==> config.mk <==
export PLATFORM = sky130hd
export DESIGN_NAME = ofw_queue
export DESIGN_NICKNAME = d
export VERILOG_FILES = /design/src/ofw_pkg.sv /design/src/ofw_queue.sv
export SDC_FILE = /design/constraint.sdc
export NUM_CORES = 1
export LEC_CHECK = 0
export BUFFER_PORTS_ARGS = -buffer_cell sky130_fd_sc_hd__buf_4
export CAP_MARGIN = 20
export CORE_ASPECT_RATIO = 0.7
export CORE_MARGIN = 4
export CORE_UTILIZATION = 55
export CTS_CLUSTER_DIAMETER = 100
export DETAILED_ROUTE_END_ITERATION = 7
export MAX_ROUTING_LAYER = met4
export PLACE_DENSITY = 0.82
export SYNTH_ARGS = -nofsm -noshare
export SYNTH_HDL_FRONTEND = slang
export SYNTH_SLANG_ARGS = --single-unit
==> constraint.sdc <==
create_clock -name clk -period 2.8 [get_ports clk]
set_input_delay 0.28 -clock clk [delete_from_list [all_inputs] [get_ports clk]]
set_output_delay 0.28 -clock clk [all_outputs]
set_load 0.005 [all_outputs]
==> src/ofw_pkg.sv <==
// Shared constants, codes and queue entry type for the framebuffer window writer.
`default_nettype none
package ofw_pkg;

  // Display geometry
  localparam int COLUMNS    = 128;
  localparam int PAGE_COUNT = 8;
  localparam int STORE_SIZE = COLUMNS * PAGE_COUNT;
  localparam int IDX_W      = $clog2(STORE_SIZE);

  // Width of the page * COLUMNS + column product (9-bit page, 8-bit column count)
  localparam int CALC_W = 17;

  // Control bytes
  localparam logic [7:0] CTRL_COMMAND = 8'h00;
  localparam logic [7:0] CTRL_DATA    = 8'h40;

  // Window commands
  localparam logic [7:0] CMD_SET_COLUMN = 8'h21;
  localparam logic [7:0] CMD_SET_PAGE   = 8'h22;

  // Queue between front and back
  localparam int QUEUE_DEPTH = 4;
  localparam int QUEUE_W     = $clog2(QUEUE_DEPTH);

  typedef enum logic [1:0] {
    OP_NONE,
    OP_WRITE,
    OP_READ
  } op_t;

  typedef struct packed {
    op_t              op;
    logic [IDX_W-1:0] mem_addr;
    logic [7:0]       wdata;
    logic [9:0]       store_address;
    logic             frame_update;
    logic             bad_control;
  } entry_t;

endpackage
`default_nettype wire

==> src/ofw_queue.sv <==
// Short FIFO of classified work between front and back.
`default_nettype none
module ofw_queue (
  input  wire logic       clk,
  input  wire logic       rst,
  input  wire logic       push,
  input  ofw_pkg::entry_t push_entry,
  input  wire logic       pop,
  output ofw_pkg::entry_t pop_entry,
  output logic            full,
  output logic            empty
);
  import ofw_pkg::*;

  entry_t             slots [QUEUE_DEPTH];
  logic [QUEUE_W-1:0] wr_ptr;
  logic [QUEUE_W-1:0] rd_ptr;
  logic [QUEUE_W:0]   count;
  logic               do_push;
  logic               do_pop;

  assign full      = (count == (QUEUE_W + 1)'(QUEUE_DEPTH));
  assign empty     = (count == '0);
  assign do_push   = push && !full;
  assign do_pop    = pop && !empty;
  assign pop_entry = slots[rd_ptr];

  // Store pushed entries
  always_ff @(posedge clk) begin
    if (do_push) begin
      slots[wr_ptr] <= push_entry;
    end
  end

  // Advance pointers and occupancy
  always_ff @(posedge clk) begin
    if (rst) begin
      wr_ptr <= '0;
      rd_ptr <= '0;
      count  <= '0;
    end else begin
      if (do_push) begin
        wr_ptr <= wr_ptr + QUEUE_W'(1);
      end
      if (do_pop) begin
        rd_ptr <= rd_ptr + QUEUE_W'(1);
      end
      unique case ({do_push, do_pop})
        2'b10:   count <= count + (QUEUE_W + 1)'(1);
        2'b01:   count <= count - (QUEUE_W + 1)'(1);
        default: count <= count;
      endcase
    end
  end

endmodule
`default_nettype wire

==> results of run 1 <==
[area by class of cell]
cell class | count | area, µm² | share of cell area [%]
Clock inverter | 11 | 128.9 | 2.010
Inverter | 8 | 30.03 | 0.4684
Sequential cell | 137 | 4026 | 62.80
Clock buffer | 21 | 440.4 | 6.870
Multi-Input combinational cell | 68 | 1005 | 15.67
Timing Repair Buffer | 80 | 625.6 | 9.758
Tap cell | 124 | 155.1 | 2.420
[cell families after synthesis]
group | count (synthesis) | share of synthesized area [%]
AOI/OAI and AO/OA | 8 | 0.9242
xor gates and xnor gates | 3 | 0.5109
muxes | 33 | 14.35
DFF | 137 | 78.23
buffers and inverters | 16 | 2.335
adders and majority gates | 6 | 1.605
and+or+nand+nor | 18 | 2.043
[metrics by stage]
| stage | cell area [µm²] | hold slack (ps) | total power [mW] | util [%] |
|---|---|---|---|---|
| detailed placement | 5842 | 472.5 | 3.905 | 64.40 |
| finish | 6411 | 72.22 | 5.976 | 70.68 |
| CTS | 6411 | 50.16 | 6.057 | 70.68 |
| global placement | 5842 | 458.0 | 3.875 | 64.40 |
| global route | 6411 | 50.25 | 6.261 | 70.68 |
| floorplan | 5144 | 378.9 | 3.376 | - |
[routing by layer]
| metal | share of wire [%] | track usage [%] |
|---|---|---|
| met2 | 48 | 29.33 |
| met5 | 0 | - |
| met1 | 45 | 24.63 |
| met3 | 6.5 | 7.590 |
| met4 | 1.0 | 6.231 |
[cells in the final DEF, fill, tap and decap left out]
| master | instances |
|---|---|
| o31ai_2 | 1 |
| mux4_2 | 30 |
| inv_1 | 8 |
| dfxtp_1 | 7 |
| nand2_1 | 1 |
| nand2b_1 | 2 |
| and2_2 | 4 |
| or3_1 | 3 |
| edfxtp_1 | 128 |
| dfxtp_2 | 2 |
| mux2i_1 | 1 |
| buf_12 | 2 |
| ha_1 | 5 |
| nor3_2 | 1 |
| nor3b_2 | 1 |
| nor2_1 | 6 |
| clkinv_1 | 3 |
| clkinv_2 | 4 |
| buf_4 | 78 |
| fa_1 | 1 |
| clkbuf_1 | 4 |
| bufinv_16 | 3 |
| mux4_1 | 2 |
| clkinvlp_4 | 1 |
| a21oi_1 | 4 |
| clkbuf_16 | 17 |
| xor2_1 | 3 |
| o21ai_0 | 3 |
[worst register-to-register path, stage by stage (launching register included)]
cell     delay (ps)
dfxtp_1         410
nor3b_2         300
nor2_1          160
inv_1            90
ha_1            180
inv_1            60
fa_1            380
xor2_1          170
or3_1           310
a21oi_1         140
[state kept, by name, indices dropped and copies added (netlist names), named ones only]
name / flops
rd_ptr: 2
count: 3
wr_ptr: 2
slots: 128
[report_power, final]
group / internal (mW) / total [mW] / switching (mW)
Combinational: 0.749 / 1.25 / 0.504
Clock: 1.38 / 2.13 / 0.750
Sequential: 2.45 / 2.59 / 0.135
Total: 4.59 / 5.98 / 1.39
[worst max path at each step]
stage,from,end,cells after the start
floorplan,count[2],count[2],9
global placement,count[2],count[2],9
detailed placement,count[2],count[2],9
CTS,register,pop_entry[25],3
global route,register,pop_entry[25],3
finish,register,pop_entry[25],3
==> impl_metrics.csv, run 1 <==
group,metric,value,unit
place,dp.cells,417,
critical_path,critical_path_class,"reg2out",
run,maxCapViolCount,0,
clock_network,clk_latency,410,ps
timing,fin_crit,2338,ps
clock_network,postCtsSetupBuffers,0,
timing,fmax,427.7,MHz
logic_synthesis,synth_most_common_cell,"edfxtp_1",
power,p_leak,2.238,nW
critical_path,cp_max_fo,12,
clock_network,cts.path.max_buffers,2,
die,core_area,9071,µm²
critical_path,slowest_delay,610,ps
critical_path,crit_path_start_kind,"register",
clock_network,cts_resized,0,
die,start_util,56.70,%
critical_path,cpMostUsedCell,"buf_4",
clock_network,hold_buffers,0,
global_route,overflow,0,
finish,antennaDiodeCount,0,
drt,wl_per_cell,20.60,µm
logic_synthesis,syn_nets,263,
logic_synthesis,ys_top_cells_by_area,"edfxtp_1, mux4_2, dfxtp_1",
drt,drtPass1Iterations,4,
timing,setup_viol,0,
critical_path,path_buf_inv,2,
critical_path,cp_top_family,"flip-flops",
worst_hold_path,hold_end,"slots[2][26]",
drt,viasPerCell,5.388,
timing,setup_slack,461.7,ps
clock_network,cts_tree,"yes",
place,hpwl,5.863,mm
critical_path,rrSetupSlack,530,ps
global_route,antenna_found_initial,0,
timing,maxSlewViolCount,0,
drt,drc,0,
worst_hold_path,min_path_cells,1,
critical_path,arrival,2060,ps
finish,nets,354,
clock_network,clkTransAtPathRegs,50,ps
die,die-area,10990,µm²
timing,rsz0062_at_grt,"false",
logic_synthesis,synth_cell_types,23,
clock_network,numCtsBuffers,17,
drt,drt_iter0_drc,173,
logic_synthesis,synth.avg_cell_area,23.27,µm²
critical_path,r2r-start,"count[2]",
critical_path,path_cells,"buf_4, mux4_2, buf_4",
timing,tns,0,ps
finish,fill_cells,554,
logic_synthesis,synth_edf_count,128,
worst_hold_path,worstHoldStart,"push_entry[26]",
clock_network,cts.sinks,137,
finish,area_growth,24.64,%
logic_synthesis,yosys-top-cells-count,"edfxtp_1, mux4_2, dfxtp_1",
logic_synthesis,yosysSeqAreaShare,78.23,%
global_route,track_usage,19.42,%
place,place_congestion,0.7723,
clock_network,cts_root_buf,"clkbuf_16",
critical_path,r2r_cells,9,
power,vdd_ir_drop_max,0.0005990,V
logic_synthesis,synthArstFlopShare,0,%
global_route,grt_pass1_wl,14.36,mm
global_route,grt_max_degree,23,
timing,timing.final.crit_share,83.51,%
timing,hold_violations,0,
finish,drive_above_1_share,44.31,%
logic_synthesis,synth_area,5144,µm²
timing,finClkSkew,6.988,ps
logic_synthesis,synth_top_area_share,74.73,%
timing,tightest_slew,489.9,ps
die,die_w,123.6,µm
power,power.density,932.1,nW/µm²
critical_path,crit_required,2520,ps
clock_network,cts_htree_levels,4,
finish,final_cells,449,
critical_path,r2r-end,"count[2]",
critical_path,end_kind,"primary output",
drt,totalWireLength,9.249,mm
status,status,"finished, final reports clean",
logic_synthesis,synth_cells,221,
logic_synthesis,synth_warnings,0,
place,pre_cts_slack,532.7,ps
worst_hold_path,hp-class,"in2reg",
global_route,first_global_vias,2589,
logic_synthesis,synth_seq_cells,137,
place,port_buffers,69,
logic_synthesis,synth-main-ff-cell,"edfxtp_1",
critical_path,cpMaxStageDelayCell,"dfxtp_2",
die,row_count,29,
logic_synthesis,synth_area_leader_cell,"edfxtp_1",
die,io_pins,70,
drt,ant_nets,0,
drt,vias,2419,
die,fp.dieH,88.91,µm
timing,relSlewSlack,67.34,%
(Power assumes the default switching activity.)
==> run 2, diff against run 1 <==
CORE_UTILIZATION = 51   (was 55)
PLACE_DENSITY = 0.8   (was 0.82)
clock period = 2 ns   (was 2.8 ns; I/O delays follow)
==> run 2 against run 1 <==
Cell area grew 6.6%. Highest routed layer unchanged. Critical endpoint is now count[2]. Die area grew 7.2%. Sequential share of layout area shrank 3.8 points. Non-clock buffer count grew 39. Final cell count grew 9.6%. Register-to-register slack lost 450 ps. Critical path type is now reg2reg.
==> impl_metrics.csv, run 2 (same netlist as run 1, synthesis figures left out) <==
group,metric,value,unit
drt,drtPass1Iterations,6,
critical_path,path_cells,"nor3b_4, nor2_2, inv_1, ha_2, inv_1, fa_2, xor2_1, or3_1, a21oi_1",
drt,wl_per_cell,19.49,µm
critical_path,cp_top_family,"simple AND/OR/NAND/NOR gates",
global_route,first_global_vias,2803,
die,die_w,128.0,µm
timing,hold_violations,0,
die,fp.dieH,92.03,µm
drt,ant_nets,0,
critical_path,crit_required,2340,ps
timing,fmax,521.7,MHz
finish,final_common_cell,"edfxtp_1",
die,core_area,9759,µm²
critical_path,cpMostUsedCell,"inv_1",
clock_network,numCtsBuffers,17,
timing,finClkSkew,9.673,ps
global_route,track_usage,18.29,%
critical_path,end_kind,"register",
drt,drt_iter0_drc,195,
critical_path,cpMaxStageDelayCell,"dfxtp_2",
clock_network,cts.sinks,137,
finish,nets,393,
global_route,overflow,0,
die,die-area,11780,µm²
finish,fill_cells,589,
drt,totalWireLength,9.591,mm
place,place_congestion,0.6917,
critical_path,path_buf_inv,2,
clock_network,cts_htree_levels,4,
die,start_util,52.71,%
finish,reg_top3,"slots: 128 flops, count: 3 flops",
status,status,"finished, final reports clean",
timing,setup_viol,0,
critical_path,critical_path_class,"reg2reg",
finish,drive_above_1_share,44.78,%
clock_network,clkTransAtPathRegs,60,ps
clock_network,cts.path.max_buffers,2,
timing,setup_slack,83.37,ps
critical_path,cp_max_fo,3,
worst_hold_path,hp-class,"in2reg",
drt,vias,2620,
finish,layout_common_cells,"edfxtp_1, buf_4, dlygate4sd3_1",
global_route,grt_pass1_wl,15.30,mm
timing,timing.final.crit_share,95.83,%
timing,relSlewSlack,80.40,%
run,maxCapViolCount,0,
timing,tightest_slew,294.0,ps
clock_network,cts_root_buf,"clkbuf_16",
power,p_leak,2.402,nW
finish,final_cells,492,
clock_network,cts_tree,"yes",
die,io_pins,70,
finish,area_growth,32.84,%
place,pre_cts_slack,-20.77,ps
place,dp.cells,426,
place,hpwl,5.784,mm
drt,viasPerCell,5.325,
place,port_buffers,69,
global_route,antenna_found_initial,0,
timing,fin_crit,1917,ps
critical_path,arrival,2260,ps
finish,antennaDiodeCount,0,
finish,largest_reg_flops,128,
critical_path,slowest_delay,340,ps
timing,rsz0062_at_grt,"true",
drt,drc,0,
power,vdd_ir_drop_max,0.0008882,V
clock_network,clk_latency,410,ps
timing,maxSlewViolCount,0,
die,row_count,30,
critical_path,crit_path_start_kind,"register",
finish,regMostFlops,"slots",
global_route,grt_max_degree,27,
power,power.density,1263,nW/µm²
[run 2: changes by cell type in the layout (fill, tap and decap cells not counted), moves of 3 or more]
cell           before  now
dlygate4sd3_1       0   32
buf_4              78   85
clkinvlp_4          1    6
clkbuf_1            4    0
clkinv_4            0    4
clkinv_2            4    1
dfxtp_1             7    4
dfxtp_2             2    5
[run 2: final timing paths]
check,startpoint,endpoint,slack (ps),depth (start not counted)
worst max-delay path,count[1],count[2],80,9
worst max register to register,count[1],count[2],80,9
worst min register to register,rd_ptr[1],register,490,2
worst min-delay path,rst,count[2],20,2
[run 2: layout make-up]
cell class / instances / area, µm² / share of cell area (%)
Clock buffer: 17 / 425.4 / 6.226
Clock inverter: 15 / 178.9 / 2.619
Inverter: 8 / 30.03 / 0.4395
Multi-Input combinational cell: 68 / 1018 / 14.91
Sequential cell: 137 / 4030 / 58.98
Tap cell: 128 / 160.2 / 2.344
Timing Repair Buffer: 119 / 989.7 / 14.48
[run 2: power breakdown]
group	internal (mW)	leakage [nW]	switching (mW)
combinational	1.14	0.877	0.848
sequential	3.44	1.25	0.0985
clock	1.96	0.275	1.15
total	6.54	2.40	2.10
[run 2: metrics by stage]
stage | TNS, ps | power [mW] | hold slack [ps] | cell area [µm²] | utilization [%]
global route | -22.51 | 9.015 | 8.268 | 6833 | 70.01
detailed placement | -20.77 | 5.511 | 404.1 | 5881 | 60.26
finish | 0 | 8.631 | 19.70 | 6833 | 70.01
floorplan | 0 | 4.737 | 298.9 | 5152 | -
global placement | 0 | 5.459 | 398.6 | 5881 | 60.26
CTS | 0 | 8.690 | 13.28 | 6814 | 69.82
[run 2: timing repair]
action,in CTS,in global routing
hold endpoints to repair,126,0
hold buffers,32,0
gates resized for setup,1,5
pin swaps,1,2
buffers inserted,1,1
endpoints found under the setup margin,1,2
[run 2: layer usage]
layer	vias to the layer above	share of wire (%)	global-route usage, %
met2	80	50	28.27
li1	1169	-	-
met4	0	1.4	6.890
met3	14	5.5	5.413
met5	-	0	-
met1	1357	43	23.21
