**config.mk**
```make
export PLATFORM = sky130hd
export DESIGN_NAME = ofw_front
export DESIGN_NICKNAME = d
export VERILOG_FILES = /design/src/ofw_pkg.sv /design/src/ofw_front.sv
export SDC_FILE = /design/constraint.sdc
export NUM_CORES = 1
export LEC_CHECK = 0
export BUFFER_PORTS_ARGS = -buffer_cell sky130_fd_sc_hd__buf_2
export CORE_MARGIN = 10
export CORE_UTILIZATION = 40
export DETAILED_ROUTE_END_ITERATION = 6
export RECOVER_POWER = 100
export SLEW_MARGIN = 15
export SYNTH_ARGS = -nofsm -noshare
export SYNTH_HDL_FRONTEND = slang
export SYNTH_SLANG_ARGS = --single-unit
```
**constraint.sdc**
```tcl
create_clock -name clk -period 2.8 [get_ports clk]
set_input_delay 0.14 -clock clk [delete_from_list [all_inputs] [get_ports clk]]
set_output_delay 0.14 -clock clk [all_outputs]
set_load 0.02 [all_outputs]
```
**src/ofw_pkg.sv**
```systemverilog
// Shared constants, codes and queue entry type for the framebuffer window writer.
`default_nettype none
package ofw_pkg;

  // Display geometry
  localparam int COLUMNS    = 128;
  localparam int PAGE_COUNT = 8;
  localparam int STORE_SIZE = COLUMNS * PAGE_COUNT;
  localparam int IDX_W      = $clog2(STORE_SIZE);

  // Width of the page * COLUMNS + column product (9-bit page, 8-bit column count)
  localparam int CALC_W = 17;

  // Control bytes
  localparam logic [7:0] CTRL_COMMAND = 8'h00;
  localparam logic [7:0] CTRL_DATA    = 8'h40;

  // Window commands
  localparam logic [7:0] CMD_SET_COLUMN = 8'h21;
  localparam logic [7:0] CMD_SET_PAGE   = 8'h22;

  // Queue between front and back
  localparam int QUEUE_DEPTH = 4;
  localparam int QUEUE_W     = $clog2(QUEUE_DEPTH);

  typedef enum logic [1:0] {
    OP_NONE,
    OP_WRITE,
    OP_READ
  } op_t;

  typedef struct packed {
    op_t              op;
    logic [IDX_W-1:0] mem_addr;
    logic [7:0]       wdata;
    logic [9:0]       store_address;
    logic             frame_update;
    logic             bad_control;
  } entry_t;

endpackage
`default_nettype wire

```
**src/ofw_front.sv**
```systemverilog
// Front end: accepts bytes, tracks transaction mode, windows and cursors, queues work.
`default_nettype none
module ofw_front (
  input  wire logic          clk,
  input  wire logic          rst,
  input  wire logic          in_valid,
  input  wire logic          cmd,
  input  wire logic [7:0]    data_byte,
  input  wire logic          first_byte,
  input  wire logic          last_byte,
  input  wire logic [9:0]    read_address,
  input  wire logic          queue_full,
  input  wire logic          clearing,
  output logic               in_stall,
  output logic               push,
  output ofw_pkg::entry_t    push_entry
);
  import ofw_pkg::*;

  typedef enum logic [1:0] {
    MODE_IDLE,
    MODE_COMMAND,
    MODE_DATA
  } mode_t;

  typedef enum logic [1:0] {
    PEND_NONE,
    PEND_COLUMN,
    PEND_PAGE
  } pend_t;

  mode_t       mode, mode_next;
  pend_t       pend, pend_next;
  logic        arg_seen, arg_seen_next;
  logic [7:0]  first_arg, first_arg_next;
  logic [7:0]  col_first, col_first_next;
  logic [7:0]  col_last, col_last_next;
  logic [7:0]  page_first, page_first_next;
  logic [7:0]  page_last, page_last_next;
  logic [8:0]  col, col_next;
  logic [8:0]  page, page_next;

  logic              accept;
  logic              in_display;
  logic [CALC_W-1:0] store_idx;
  logic [CALC_W-1:0] read_idx;
  logic [8:0]        col_inc;
  logic [8:0]        page_inc;

  assign in_stall = clearing || queue_full;
  assign accept   = in_valid && !in_stall;
  assign push     = accept;

  // Cursor address and range checks
  assign in_display = (page < 9'(PAGE_COUNT)) && (col < 9'(COLUMNS));
  assign store_idx  = CALC_W'(page) * CALC_W'(COLUMNS) + CALC_W'(col);
  assign read_idx   = CALC_W'(read_address);
  assign col_inc    = col + 9'd1;
  assign page_inc   = page + 9'd1;

  // Classify the byte and compute next state
  always_comb begin
    mode_next       = mode;
    pend_next       = pend;
    arg_seen_next   = arg_seen;
    first_arg_next  = first_arg;
    col_first_next  = col_first;
    col_last_next   = col_last;
    page_first_next = page_first;
    page_last_next  = page_last;
    col_next        = col;
    page_next       = page;
    push_entry      = '0;
    push_entry.op   = OP_NONE;

    priority if (cmd) begin
      if (read_idx < CALC_W'(STORE_SIZE)) begin
        push_entry.op       = OP_READ;
        push_entry.mem_addr = read_idx[IDX_W-1:0];
      end
    end else if (first_byte) begin
      pend_next     = PEND_NONE;
      arg_seen_next = 1'b0;
      priority if (data_byte == CTRL_COMMAND) begin
        mode_next = MODE_COMMAND;
      end else if (data_byte == CTRL_DATA) begin
        mode_next = MODE_DATA;
      end else begin
        mode_next              = MODE_IDLE;
        push_entry.bad_control = 1'b1;
      end
      if (last_byte) begin
        push_entry.frame_update = (mode_next == MODE_DATA);
        mode_next               = MODE_IDLE;
      end
    end else begin
      priority if (mode == MODE_COMMAND) begin
        priority if (pend == PEND_NONE) begin
          if (data_byte == CMD_SET_COLUMN) begin
            pend_next     = PEND_COLUMN;
            arg_seen_next = 1'b0;
          end else if (data_byte == CMD_SET_PAGE) begin
            pend_next     = PEND_PAGE;
            arg_seen_next = 1'b0;
          end
        end else if (!arg_seen) begin
          first_arg_next = data_byte;
          arg_seen_next  = 1'b1;
        end else begin
          if (pend == PEND_COLUMN) begin
            col_first_next = first_arg;
            col_last_next  = data_byte;
            col_next       = {1'b0, first_arg};
          end else begin
            page_first_next = first_arg;
            page_last_next  = data_byte;
            page_next       = {1'b0, first_arg};
          end
          pend_next     = PEND_NONE;
          arg_seen_next = 1'b0;
        end
      end else if (mode == MODE_DATA) begin
        if (in_display) begin
          push_entry.op            = OP_WRITE;
          push_entry.mem_addr      = store_idx[IDX_W-1:0];
          push_entry.wdata         = data_byte;
          push_entry.store_address = store_idx[9:0];
        end
        // Advance column, wrap into the next page, wrap the page window
        if (col_inc > {1'b0, col_last}) begin
          col_next = {1'b0, col_first};
          if (page_inc > {1'b0, page_last}) begin
            page_next = {1'b0, page_first};
          end else begin
            page_next = page_inc;
          end
        end else begin
          col_next = col_inc;
        end
        push_entry.frame_update = last_byte;
      end else begin
        // Idle: drop the byte
        mode_next = MODE_IDLE;
      end
      if (last_byte) begin
        mode_next     = MODE_IDLE;
        pend_next     = PEND_NONE;
        arg_seen_next = 1'b0;
      end
    end
  end

  // Hold transaction state, windows and cursors
  always_ff @(posedge clk) begin
    if (rst) begin
      mode       <= MODE_IDLE;
      pend       <= PEND_NONE;
      arg_seen   <= 1'b0;
      first_arg  <= 8'd0;
      col_first  <= 8'd0;
      col_last   <= 8'(COLUMNS - 1);
      page_first <= 8'd0;
      page_last  <= 8'(PAGE_COUNT - 1);
      col        <= 9'd0;
      page       <= 9'd0;
    end else if (accept) begin
      mode       <= mode_next;
      pend       <= pend_next;
      arg_seen   <= arg_seen_next;
      first_arg  <= first_arg_next;
      col_first  <= col_first_next;
      col_last   <= col_last_next;
      page_first <= page_first_next;
      page_last  <= page_last_next;
      col        <= col_next;
      page       <= page_next;
    end
  end

endmodule
`default_nettype wire

```
==> results of run 1 <==
==> worst max-delay path, delay by kind of cell (launching register included) <==
family                   cells  cell delay (ns)
AND/OR/NAND/NOR              6             1.01
AO/OA/AOI/OAI                3             0.53
flip-flops                   1             0.37
adder cells (fa/ha/maj)      1             0.31
XOR/XNOR                     1             0.18
buffers and inverters        1             0.12
==> power by group through the flow <==
stage / logic (mW) / clock network, mW / registers [mW]
after detailed placement: 0.100 / 0 / 0.917
after CTS: 0.101 / 0.761 / 0.896
after global placement: 0.100 / 0 / 0.917
after floorplan: 0.0547 / 0 / 0.916
final: 0.0983 / 0.749 / 0.896
after global routing: 0.108 / 0.797 / 0.895
==> cell type report <==
cell class / instances / area, sq um / share of cell area, %
inverter: 20 / 75.1 / 1.74
tap: 111 / 139 / 3.21
clock buffer: 11 / 131 / 3.04
sequential: 63 / 1260 / 29.3
clock inverter: 4 / 47.5 / 1.10
multi-input combinational: 351 / 2250 / 52.1
timing repair buffer: 77 / 413 / 9.55
==> state kept, by name (all words and copies together) (netlist names) <==
| signal | flops |
|---|---|
| page | 9 |
| page_last | 8 |
| col_last | 8 |
| col | 9 |
| mode | 2 |
| arg_seen | 1 |
| pend | 2 |
| first_arg | 8 |
| page_first | 8 |
| col_first | 8 |
==> logic make-up (layout without fill, tap and decap cells) <==
| logic type | Yosys count | after routing |
|---|---|---|
| DFF | 63 | 63 |
| AOI/OAI and AO/OA | 98 | 98 |
| xor gates and xnor gates | 16 | 16 |
| buffers and inverters | 47 | 112 |
| and+or+nand+nor | 201 | 201 |
| adders and majority gates | 20 | 20 |
| muxes | 16 | 16 |
==> final timing paths <==
check	start	endpoint	slack (ns)	cells after the start
worst max-delay path	col[4]	page[0]	0.20	12
worst min-delay path	data_byte[2]	col_last[2]	0.11	2
worst max register to register	col[4]	page[0]	0.20	12
worst min register to register	page_first[1]	page_first[1]	0.46	2
==> layer usage <==
metal	vias up	wire, um	share of wire (%)	GRT usage [%]
met3	11	911	8.6	3.75
li1	1741	-	-	-
met1	1568	5100	48	21.5
met2	154	4520	42	24.2
met5	-	0	0	0
met4	0	110	1.0	4.59
==> what timing repair did <==
item | CTS | global route
hold buffers | 0 | 0
endpoints found under the setup margin | 0 | 15
resized for setup | 0 | 13
==> placed cells by master (no fill, tap or decap), drive strengths merged, types with 3 or more instances in the layout <==
master / Yosys / layout
o211ai: 4 / 4
a21o: 10 / 10
nor3: 3 / 3
clkbuf: 15 / 24
and3: 6 / 6
xor2: 7 / 7
nor3b: 4 / 4
a311oi: 4 / 4
o22ai: 12 / 12
buf: 11 / 64
and2: 21 / 21
a21oi: 38 / 38
nand2b: 3 / 3
a211o: 8 / 8
ha: 19 / 19
o21bai: 3 / 3
nor2b: 4 / 4
o21ai: 4 / 4
o32ai: 3 / 3
or3: 3 / 3
a41oi: 3 / 3
a31oi: 3 / 3
nand3: 27 / 27
or2: 3 / 3
xnor2: 9 / 9
mux2i: 16 / 16
nand2: 66 / 66
nand4: 7 / 7
inv: 20 / 20
and4: 3 / 3
dfxtp: 63 / 63
nor4: 4 / 4
nor2: 41 / 41
==> impl_results.md, run 1 <==
* Status: finished, final reports clean
* Final setup viols at 0
* Post-synthesis compound-gate area fraction at 17.6%
* First-pass GRT wire length at 17200 um
* P per Cell Area at 403 nW/um^2
* Syn Nets at 507
* Synth unique cells at 57
* Clk Tree Root Cell: clkbuf_8
* Routed wire per std cell at 16.7 um
* Sequential area share after synthesis at 33.9%
* Total die area at 13500 sq um
* Mapped Cells at 461
* Power Internal at 1.33 mW
* DRT Wirelength at 10600 um
* Peak VDD IR at 0.213 mV
* Largest family of logic cells by synthesized area: simple AND/OR/NAND/NOR gates
* Final Hold Vio Count at 0
* Fillers at 902
* PortBufs at 59
* Io pins at 60
* Yosys reg bits at 63
* Total power at 1.74 mW
* Final #Nets at 568
* Flop pwr share at 51.4%
* Switching portion of total power at 23.5%
* Total CTS buffers at 9
* Combinational share of power at 5.6%
* Core area at 9150 sq um
* Synth Area in XOR/XNOR at 3.77%
* Synth top area cells: dfxtp_1, nand2_1, ha_1, a21oi_1, mux2i_1
* Fmax achieved at 385 MHz
* Gr usage total at 15.8%
* Cell taking the most area after synthesis: dfxtp_1
* Mean Syn Cell Area at 8.06 sq um
* Global placement routability congestion at 0.929
* DRC viols at 0
* Inserted Diodes at 0
* LEAKAGE at 1.87 nW
* Fin area at 4320 sq um
* Drt via density at 5.45
* Synth Flop Type: dfxtp_1
* Largest net degree at the start of global routing at 35
* Crit-path cells: nand3_2 -> nor2_2 -> nand3_1 -> xnor2_2 -> ha_1 -> nand2_1 -> or3_1 -> o211ai_1 -> and2_4 -> buf_4 -> o22ai_1 -> a211oi_2
* YS warnings at 0
* CP startpoint kind: flop
* Clock sink count at 63
* Share of layout cells above drive strength 1 at 19.0%
* Final Core Density at 47.2%
* Clock H-tree levels at 3
* Least-Margin Pin Slew at 1.19 ns
* Area share of fa/ha/maj cells after synthesis at 6.93%
* Clk_lat worst skew at 0.34 ns
* Placed Area at 4130 sq um
* Mux contribution to synthesized area at 4.31%
* Slew HR at 19.8%
* Fin. max-slew vios at 0
* Crit end category: flop
* Clock slew seen by the registers of the worst setup and hold paths at 0.07 ns
* Worst Path Arrival at 2.85 ns
* Max Root-Sink Buffers at 2
* NetSw at 0.410 mW
* DRT Pass-1 Iters at 4
* Die X at 116 um
* Async SR Flop Fraction at 0%
* Post-synth top area share at 33.9%
* CP max FO at 4
* Total of max-cap violations at 0
* Initial antenna violation count at 0
* # rows at 35
* Area grow syn2layout at 16.3%
* CTS tree: done
* Die Ht at 116 um
* Post-DP HPWL at 8160 um
* Overflow after GRT at 0
* Via count at 3474
* Hold_ws at 0.113 ns
* Crit share post-route at 92.8%
* Sum Neg Setup Slack at 0 ns
* Vias in the first global route at 3399
* Worst Skew at 0.0122 ns
* Worst path max stage delay at 0.37 ns
* Initial DRC count at 242
* Initial Util at 40.6%
* Post-Layout Cell Count at 637
* Postcts setup bufs at 0
* Final ANT Viol Nets at 0
* Worst path slowest cell: dfxtp_2
* Post-synth top cells: nand2_1, dfxtp_1, nor2_1, a21oi_1, nand3_1
* Kind of critical path: reg2reg
* Post-synthesis simple-gate area fraction at 27.3%
* Post-route setup slack at 0.201 ns
* Min-delay worst type: in2reg
* Dpl ws at 0.137 ns
* Synth Cell Area at 3720 sq um
* Most frequent cell after synthesis: nand2_1
* # placed instances at 622
* Post-synth EDFFs at 0
* WP data required at 3.05 ns
* Clock share of power at 43.0%
* Final Critical Period at 2.60 ns
Power figures use the tool's default switching activity.
==> run 2, diff against run 1 <==
--- a/config.mk
+++ b/config.mk
@@ -6,9 +6,12 @@
 export NUM_CORES = 1
 export LEC_CHECK = 0
 export BUFFER_PORTS_ARGS = -buffer_cell sky130_fd_sc_hd__buf_2
+export CELL_PAD_IN_SITES_DETAIL_PLACEMENT = 1
+export CELL_PAD_IN_SITES_GLOBAL_PLACEMENT = 2
 export CORE_MARGIN = 10
-export CORE_UTILIZATION = 40
+export CORE_UTILIZATION = 33
 export DETAILED_ROUTE_END_ITERATION = 6
+export PLACE_DENSITY_LB_ADDON = 0.1
 export RECOVER_POWER = 100
 export SLEW_MARGIN = 15
 export SYNTH_ARGS = -nofsm -noshare
==> run 2 against run 1 <==
Global-route usage is 1.1 points higher. Sequential power hardly changed. Flip-flop and latch count stayed put. Worst setup slack worse by 0.041 ns. Sequential share of layout area is 1.3 points lower. Power is 29% higher. Wire length is 29% higher. Via count is 4.0% higher. Clock-buffer cell count stayed put. Hold slack better by 0.042 ns. Largest cell class unchanged.
==> impl_results.md, run 2 (same netlist as run 1, synthesis figures left out) <==
* Clock sink count at 63 (unchanged)
* Worst Hold End: mode[1]
* Clk_lat worst skew at 0.34 ns (about the same)
* Commonest non-fill, non-tap cell in the layout: nand2_1
* Clock H-tree levels at 3 (unchanged)
* Io pins at 60 (unchanged)
* Register-to-register setup slack at 0.16 ns (-0.04 ns)
* PortBufs at 59 (unchanged)
* Post-DP HPWL at 10300 um (+27%)
* # rows at 38 (+8.6%)
* Vias in the first global route at 3737 (+9.9%)
* Final ANT Viol Nets at 0 (unchanged)
* Final Critical Period at 2.64 ns (+0.0412 ns)
* Worst path max stage delay at 0.38 ns (about the same)
* Min-delay worst type: in2reg
* Reg2reg start: col[1]
* Worst path buffer plus inverter count at 1 (unchanged)
* First-pass GRT wire length at 21400 um (+25%)
* Sum Neg Setup Slack at 0 ns (unchanged)
* Slew HR at 49.5% (+30 points)
* Fmax achieved at 379 MHz (-1.6%)
* Total die area at 15900 sq um (+17%)
* Final setup viols at 0 (unchanged)
* Die Ht at 126 um (+8.4%)
* Biggest regs: col (9), page (9)
* Peak VDD IR at 0.346 mV (+62%)
* Clk Tree Root Cell: clkbuf_16
* Routed wire per std cell at 20.3 um (+22%)
* Initial Util at 34.0% (-6.6 points)
* Total of max-cap violations at 0 (unchanged)
* WP data required at 3.05 ns (about the same)
* Worst Path Arrival at 2.89 ns (+0.04 ns)
* Clock slew seen by the registers of the worst setup and hold paths at 0.06 ns (about the same)
* CP startpoint kind: flop
* DRT Pass-1 Iters at 4 (unchanged)
* RSZ-0062 raised after global routing: no
* Least-Margin Pin Slew at 0.757 ns (-0.436 ns)
* Overflow after GRT at 0 (unchanged)
* DRT Wirelength at 13700 um (+29%)
* Inserted Diodes at 0 (unchanged)
* Area grow syn2layout at 21.9%
* Max Root-Sink Buffers at 2 (unchanged)
* Total CTS buffers at 9 (unchanged)
* LEAKAGE at 1.90 nW (+2.0%)
* Crit-path cells: ha_4 -> nand3_1 -> xnor2_1 -> ha_1 -> nand4_1 -> or3_1 -> o211ai_1 -> and2_4 -> buf_8 -> o22ai_1 -> a311oi_1
* FF-to-FF End: page[7]
* Worst Skew at 0.00557 ns (-0.00661 ns)
* Gr usage total at 16.9% (+1.1 points)
* Setup crit start: col[1]
* Final #Nets at 574 (+1.1%)
* # placed instances at 655 (+5.3%)
* Hold wc startpoint: last_byte
* Fin. max-slew vios at 0 (unchanged)
* CP max FO at 12 (+8)
* Crit path max-delay family: simple AND/OR/NAND/NOR gates
* Worst Reg-to-Reg Cells at 11 (-1)
* Via count at 3614 (+4.0%)
* Status: finished, final reports clean
* Crit end category: flop
* Die X at 126 um (+8.4%)
* Largest net degree at the start of global routing at 26 (-26%)
* P per Cell Area at 495 nW/um^2 (+23%)
* Core area at 10900 sq um (+19%)
* Crit share post-route at 94.3% (+1.5 points)
* Initial DRC count at 167 (-31%)
* Global placement routability congestion at 0.872 (-6.1%)
* Drt via density at 5.37 (-1.5%)
* CTS tree: done
* Initial antenna violation count at 0 (unchanged)
* Share of layout cells above drive strength 1 at 18.6% (-0.44 points)
* Worst path slowest cell: dfxtp_2
* Post-Layout Cell Count at 673 (+5.7%)
* Kind of critical path: reg2reg
* Commonest non-fill, non-tap cells in the layout: nand2_1, dfxtp_1, nor2_1
* Final Hold Vio Count at 0 (unchanged)
* DRC viols at 0 (unchanged)
* Hold path depth at 4 (+2)
==> run 2: cell types whose count changed in the layout (fill, tap and decap cells not counted), moves of 3 or more <==
cell | before | now
buf_2 | 48 | 37
clkbuf_1 | 15 | 26
clkbuf_16 | 0 | 9
clkbuf_8 | 9 | 1
buf_4 | 15 | 19
and2_0 | 8 | 11
and2_1 | 10 | 7
dfxtp_1 | 60 | 57
dfxtp_2 | 3 | 6
==> run 2: layer usage <==
metal | GRT usage (%) | share of wire (%)
met1 | 22.2 | 49
met2 | 26.7 | 45
met3 | 3.44 | 4.3
met4 | 6.23 | 2.0
met5 | 0 | 0
==> run 2: stage by stage <==
step / area, sq um / setup WS [ns] / power, mW / hold slack, ns / utilization (%)
2_1_floorplan: 3720 / 0.300 / 0.971 / 0.258 / -
3_3_place_gp: 4200 / 0.143 / 1.03 / 0.441 / 38.4
3_5_place_dp: 4200 / 0.0200 / 1.03 / 0.451 / 38.4
4_1_cts: 4530 / 0.0225 / 2.27 / 0.149 / 41.4
5_1_grt: 4530 / 0.00658 / 2.31 / 0.182 / 41.4
6_report: 4530 / 0.160 / 2.24 / 0.154 / 41.4
==> run 2: how the worst max path moves through the flow <==
stage	depth (start not counted)	end	slack, ns
CTS	11	page[7]	0.02
floorplan	11	page[7]	0.30
detailed placement	11	page[7]	0.02
global placement	11	page[6]	0.14
global route	11	page[7]	0.007
finish	11	page[7]	0.16
==> run 2: tightest hold or removal path: cells and delay by family <==
family | cells | cell delay [ns]
compound gates | 1 | 0.06
buf+inv | 1 | 0.10
simple gates | 2 | 0.13
==> run 2: area by class of cell <==
type | count | area (sq um)
Clock buffer | 11 | 243
Inverter | 20 | 75.1
Fill cell | 1385 | 6400
Multi-Input combinational cell | 351 | 2250
Clock inverter | 5 | 81.3
Sequential cell | 63 | 1270
Tap cell | 140 | 175
Timing Repair Buffer | 83 | 442
==> run 2: where the power goes <==
group / switching [mW] / total (mW) / internal, mW
Sequential: 0.000318 / 0.897 / 0.897
Clock: 0.435 / 1.24 / 0.804
Combinational: 0.0751 / 0.107 / 0.0317
==> run 2: repair_timing <==
item,in CTS,in global routing
setup buffers,0,2
hold buffers,0,0
pin swaps,0,7
resized for setup,1,18
setup endpoints to repair,1,16
==> run 3, diff against run 2 <==
--- a/config.mk
+++ b/config.mk
@@ -5,11 +5,12 @@
 export SDC_FILE = /design/constraint.sdc
 export NUM_CORES = 1
 export LEC_CHECK = 0
+export ABC_AREA = 1
 export BUFFER_PORTS_ARGS = -buffer_cell sky130_fd_sc_hd__buf_2
 export CELL_PAD_IN_SITES_DETAIL_PLACEMENT = 1
 export CELL_PAD_IN_SITES_GLOBAL_PLACEMENT = 2
 export CORE_MARGIN = 10
-export CORE_UTILIZATION = 33
+export CORE_UTILIZATION = 31
 export DETAILED_ROUTE_END_ITERATION = 6
 export PLACE_DENSITY_LB_ADDON = 0.1
 export RECOVER_POWER = 100
==> constraint.sdc (replaced) <==
create_clock -name clk -period 2.6 [get_ports clk]
set_input_delay 0.13 -clock clk [delete_from_list [all_inputs] [get_ports clk]]
set_output_delay 0.13 -clock clk [all_outputs]
set_load 0.02 [all_outputs]
==> run 3 against run 2 <==
Utilization decreased by 0.59 points. Via count is 11% higher. Sequential share of layout area decreased by 2.2 points. Combinational power up 9%. Final area grew 9.2%. Area after synthesis rose by 3.6%. Synthesized cell count is 28% higher. Critical path depth grew 8. Worst setup slack worse by 0.018 ns. Power fell by 1.6%. Clock-buffer cell count up 1. Non-clock buffer count rose by 6.
==> impl_results.md, run 3 <==
* Crit share post-route at 94.6% (+0.27 points)
* WP data required at 2.83 ns (-0.22 ns)
* Initial DRC count at 148 (-11%)
* Die Ht at 131 um (+4.2%)
* Dpl ws at -0.129 ns (-0.149 ns)
* P per Cell Area at 446 nW/um^2 (-9.9%)
* Overflow after GRT at 0 (unchanged)
* Inserted Diodes at 0 (unchanged)
* Final ANT Viol Nets at 0 (unchanged)
* Clock share of power at 50.9% (-4.4 points)
* Combinational share of power at 5.3% (+0.5 points)
* Crit end category: flop
* Post-synthesis simple-gate area fraction at 29.5% (+2.2 points)
* Status: finished, final reports clean
* Min-delay worst type: in2reg
* Clk Tree Root Cell: clkbuf_16
* PortBufs at 59 (unchanged)
* Total die area at 17300 sq um (+8.6%)
* Post-DP HPWL at 10600 um (+2.1%)
* Synth Area in XOR/XNOR at 2.05% (-1.7 points)
* Synth Flop Type: dfxtp_1
* Post-synthesis compound-gate area fraction at 16.2% (-1.4 points)
* Synth top area cells: dfxtp_1, nand2_1, inv_1, o21ai_0, a21oi_1
* Peak VDD IR at 0.392 mV (+14%)
* Clk_lat worst skew at 0.34 ns (about the same)
* CP max FO at 4 (-8)
* Worst Skew at 0.00364 ns (-0.00192 ns)
* Gr usage total at 15.4% (-1.5 points)
* Clock H-tree levels at 3 (unchanged)
* DRT Wirelength at 13800 um (+0.68%)
* Post-synth top area share at 32.7% (-1.2 points)
* Commonest non-fill, non-tap cells in the layout: nand2_1, inv_1, dfxtp_1
* Fillers at 1584 (+14%)
* Most frequent cell after synthesis: nand2_1
* Post-synth top cells: nand2_1, inv_1, dfxtp_1, o21ai_0
* DRT Pass-1 Iters at 4 (unchanged)
* Power Internal at 1.70 mW (-1.6%)
* Post-synth EDFFs at 0 (unchanged)
* Routed wire per std cell at 16.4 um (-19%)
* Biggest regs: col (9), page (9)
* Final Critical Period at 2.46 ns (-0.182 ns)
* Total of max-cap violations at 0 (unchanged)
* Commonest non-fill, non-tap cell in the layout: nand2_1
* Clock sink count at 63 (unchanged)
* Syn Nets at 636 (+25%)
* Worst Path Arrival at 2.69 ns (-0.20 ns)
* LEAKAGE at 2.32 nW (+22%)
* Total CTS buffers at 9 (unchanged)
* RSZ-0062 raised after global routing: yes
* Flop pwr share at 43.8% (+3.8 points)
* Final #Nets at 716 (+25%)
* Yosys reg bits at 63 (unchanged)
* Final Hold Vio Count at 0 (unchanged)
* Max Root-Sink Buffers at 2 (unchanged)
* Fmax achieved at 407 MHz (+7.4%)
* Synth Cell Area at 3850 sq um (+3.6%)
* Final setup viols at 0 (unchanged)
* Drt via density at 4.75 (-11%)
* Largest family of logic cells by synthesized area: simple AND/OR/NAND/NOR gates
* Die X at 131 um (+4.2%)
* Synth unique cells at 36 (-37%)
* Sequential area share after synthesis at 32.7% (-1.2 points)
* Kind of critical path: reg2reg
* Global placement routability congestion at 0.809 (-7.3%)
* Largest net degree at the start of global routing at 54 (+110%)
* Initial Util at 31.8% (-2.2 points)
* Fin area at 4950 sq um (+9.2%)
* CTS tree: done
* Least-Margin Pin Slew at 1.15 ns (+0.396 ns)
* Mean Syn Cell Area at 6.53 sq um (-19%)
* Slew HR at 23.1% (-26 points)
* YS warnings at 0 (unchanged)
* CP startpoint kind: flop
* Fin. max-slew vios at 0 (unchanged)
* DRC viols at 0 (unchanged)
* Clock slew seen by the registers of the worst setup and hold paths at 0.05 ns (about the same)
* Mapped Cells at 590 (+28%)
* Switching portion of total power at 22.8% (about the same)
* Area share of fa/ha/maj cells after synthesis at 6.69% (-0.24 points)
* Mux contribution to synthesized area at 0% (-4.3 points)
* # rows at 40 (+5.3%)
* NetSw at 0.503 mW (-1.5%)
* First-pass GRT wire length at 21600 um (+1.1%)
* Core area at 12100 sq um (+11%)
* Share of layout cells above drive strength 1 at 19.8% (+1.2 points)
* Via count at 3994 (+11%)
* Cell taking the most area after synthesis: dfxtp_1
* Vias in the first global route at 4113 (+10%)
* Post-route setup slack at 0.141 ns (-0.0185 ns)
* Placed Area at 4400 sq um (+4.8%)
* Async SR Flop Fraction at 0% (unchanged)
* Io pins at 60 (unchanged)
* Initial antenna violation count at 0 (unchanged)
* Area grow syn2layout at 28.4%
-- run 3: cell types whose count changed after synthesis, sizes merged, moves of 16 or more --
cell / previous run / this run
o21ai: 4 / 55
inv: 20 / 100
nand2: 66 / 137
and2: 21 / 0
nand3: 27 / 47
mux2i: 16 / 0
-- run 3: worst paths after layout --
| kind | start | endpoint | slack (ns) | cells after the start |
|---|---|---|---|---|
| max | col[0] | page[3] | 0.14 | 19 |
| min | data_byte[1] | page_last[1] | 0.08 | 3 |
| max reg2reg | col[0] | page[3] | 0.14 | 19 |
| min reg2reg | col_first[3] | col_first[3] | 0.46 | 2 |
-- run 3: timing repair --
| action | 4_1_cts | 5_1_grt |
|---|---|---|
| buffers inserted | 2 | 7 |
| pin swaps | 3 | 23 |
| hold buffers | 0 | 0 |
| endpoints found under the setup margin | 12 | 28 |
| cloned | 0 | 2 |
| gates resized for setup | 7 | 51 |
-- run 3: power groups by stage --
stage,registers (mW),clock network (mW),logic [mW]
after floorplan,0.988,0,0.0632
after global placement,0.988,0,0.118
after detailed placement,0.988,0,0.120
after CTS,0.968,1.15,0.120
after global routing,0.965,1.20,0.132
final,0.966,1.12,0.117
-- run 3: cells by family after synthesis --
| kind of cell | after synthesis |
|---|---|
| buffers and inverters | 123 |
| AOI/OAI and AO/OA | 118 |
| xor gates and xnor gates | 9 |
| adders and majority gates | 20 |
| DFF | 63 |
| and+or+nand+nor | 257 |
-- run 3: per-layer routing --
layer / share of wire, % / global-route usage, % / vias to the layer above
met3: 3.3 / 3.89 / 19
met5: 0 / 0 / -
met1: 47 / 19.1 / 1857
met2: 47 / 25.3 / 69
met4: 2.2 / 5.75 / 0
li1: - / - / 2049
-- run 3: through the flow --
step / power (mW) / util (%) / setup TNS [ns] / instances / hold slack [ns]
2_1_floorplan: 1.05 / - / 0 / 590 / 0.199
3_3_place_gp: 1.11 / 36.3 / 0 / 816 / 0.415
3_5_place_dp: 1.11 / 36.3 / -0.651 / 816 / 0.430
4_1_cts: 2.24 / 38.9 / 0 / 831 / 0.0812
5_1_grt: 2.29 / 40.8 / -0.466 / 840 / 0.111
6_report: 2.21 / 40.8 / 0 / 840 / 0.0752
-- run 3: worst max-delay path, stage by stage (launching register included) --
cell     delay [ns]
dfxtp_2        0.37
ha_4           0.16
nand3_4        0.08
nor2_4         0.13
xor2_1         0.17
buf_4          0.14
inv_2          0.04
ha_4           0.25
nand2_1        0.05
inv_2          0.05
buf_4          0.10
nand2_2        0.04
nand2_2        0.06
nand2_2        0.06
nand2_4        0.07
nand3_2        0.08
nand2_4        0.17
nand2_4        0.10
nor2_1         0.17
nor2_1         0.06
-- run 3: layout make-up --
class | instances | area [sq um] | area share, %
well taps | 168 | 210 | 4.25
repair buffers | 89 | 495 | 10.0
clock buffers | 12 | 267 | 5.39
inverters | 101 | 379 | 7.66
multi-input cells | 406 | 2310 | 46.8
clock inverters | 1 | 5.00 | 0.101
flip-flops and latches | 63 | 1280 | 25.8
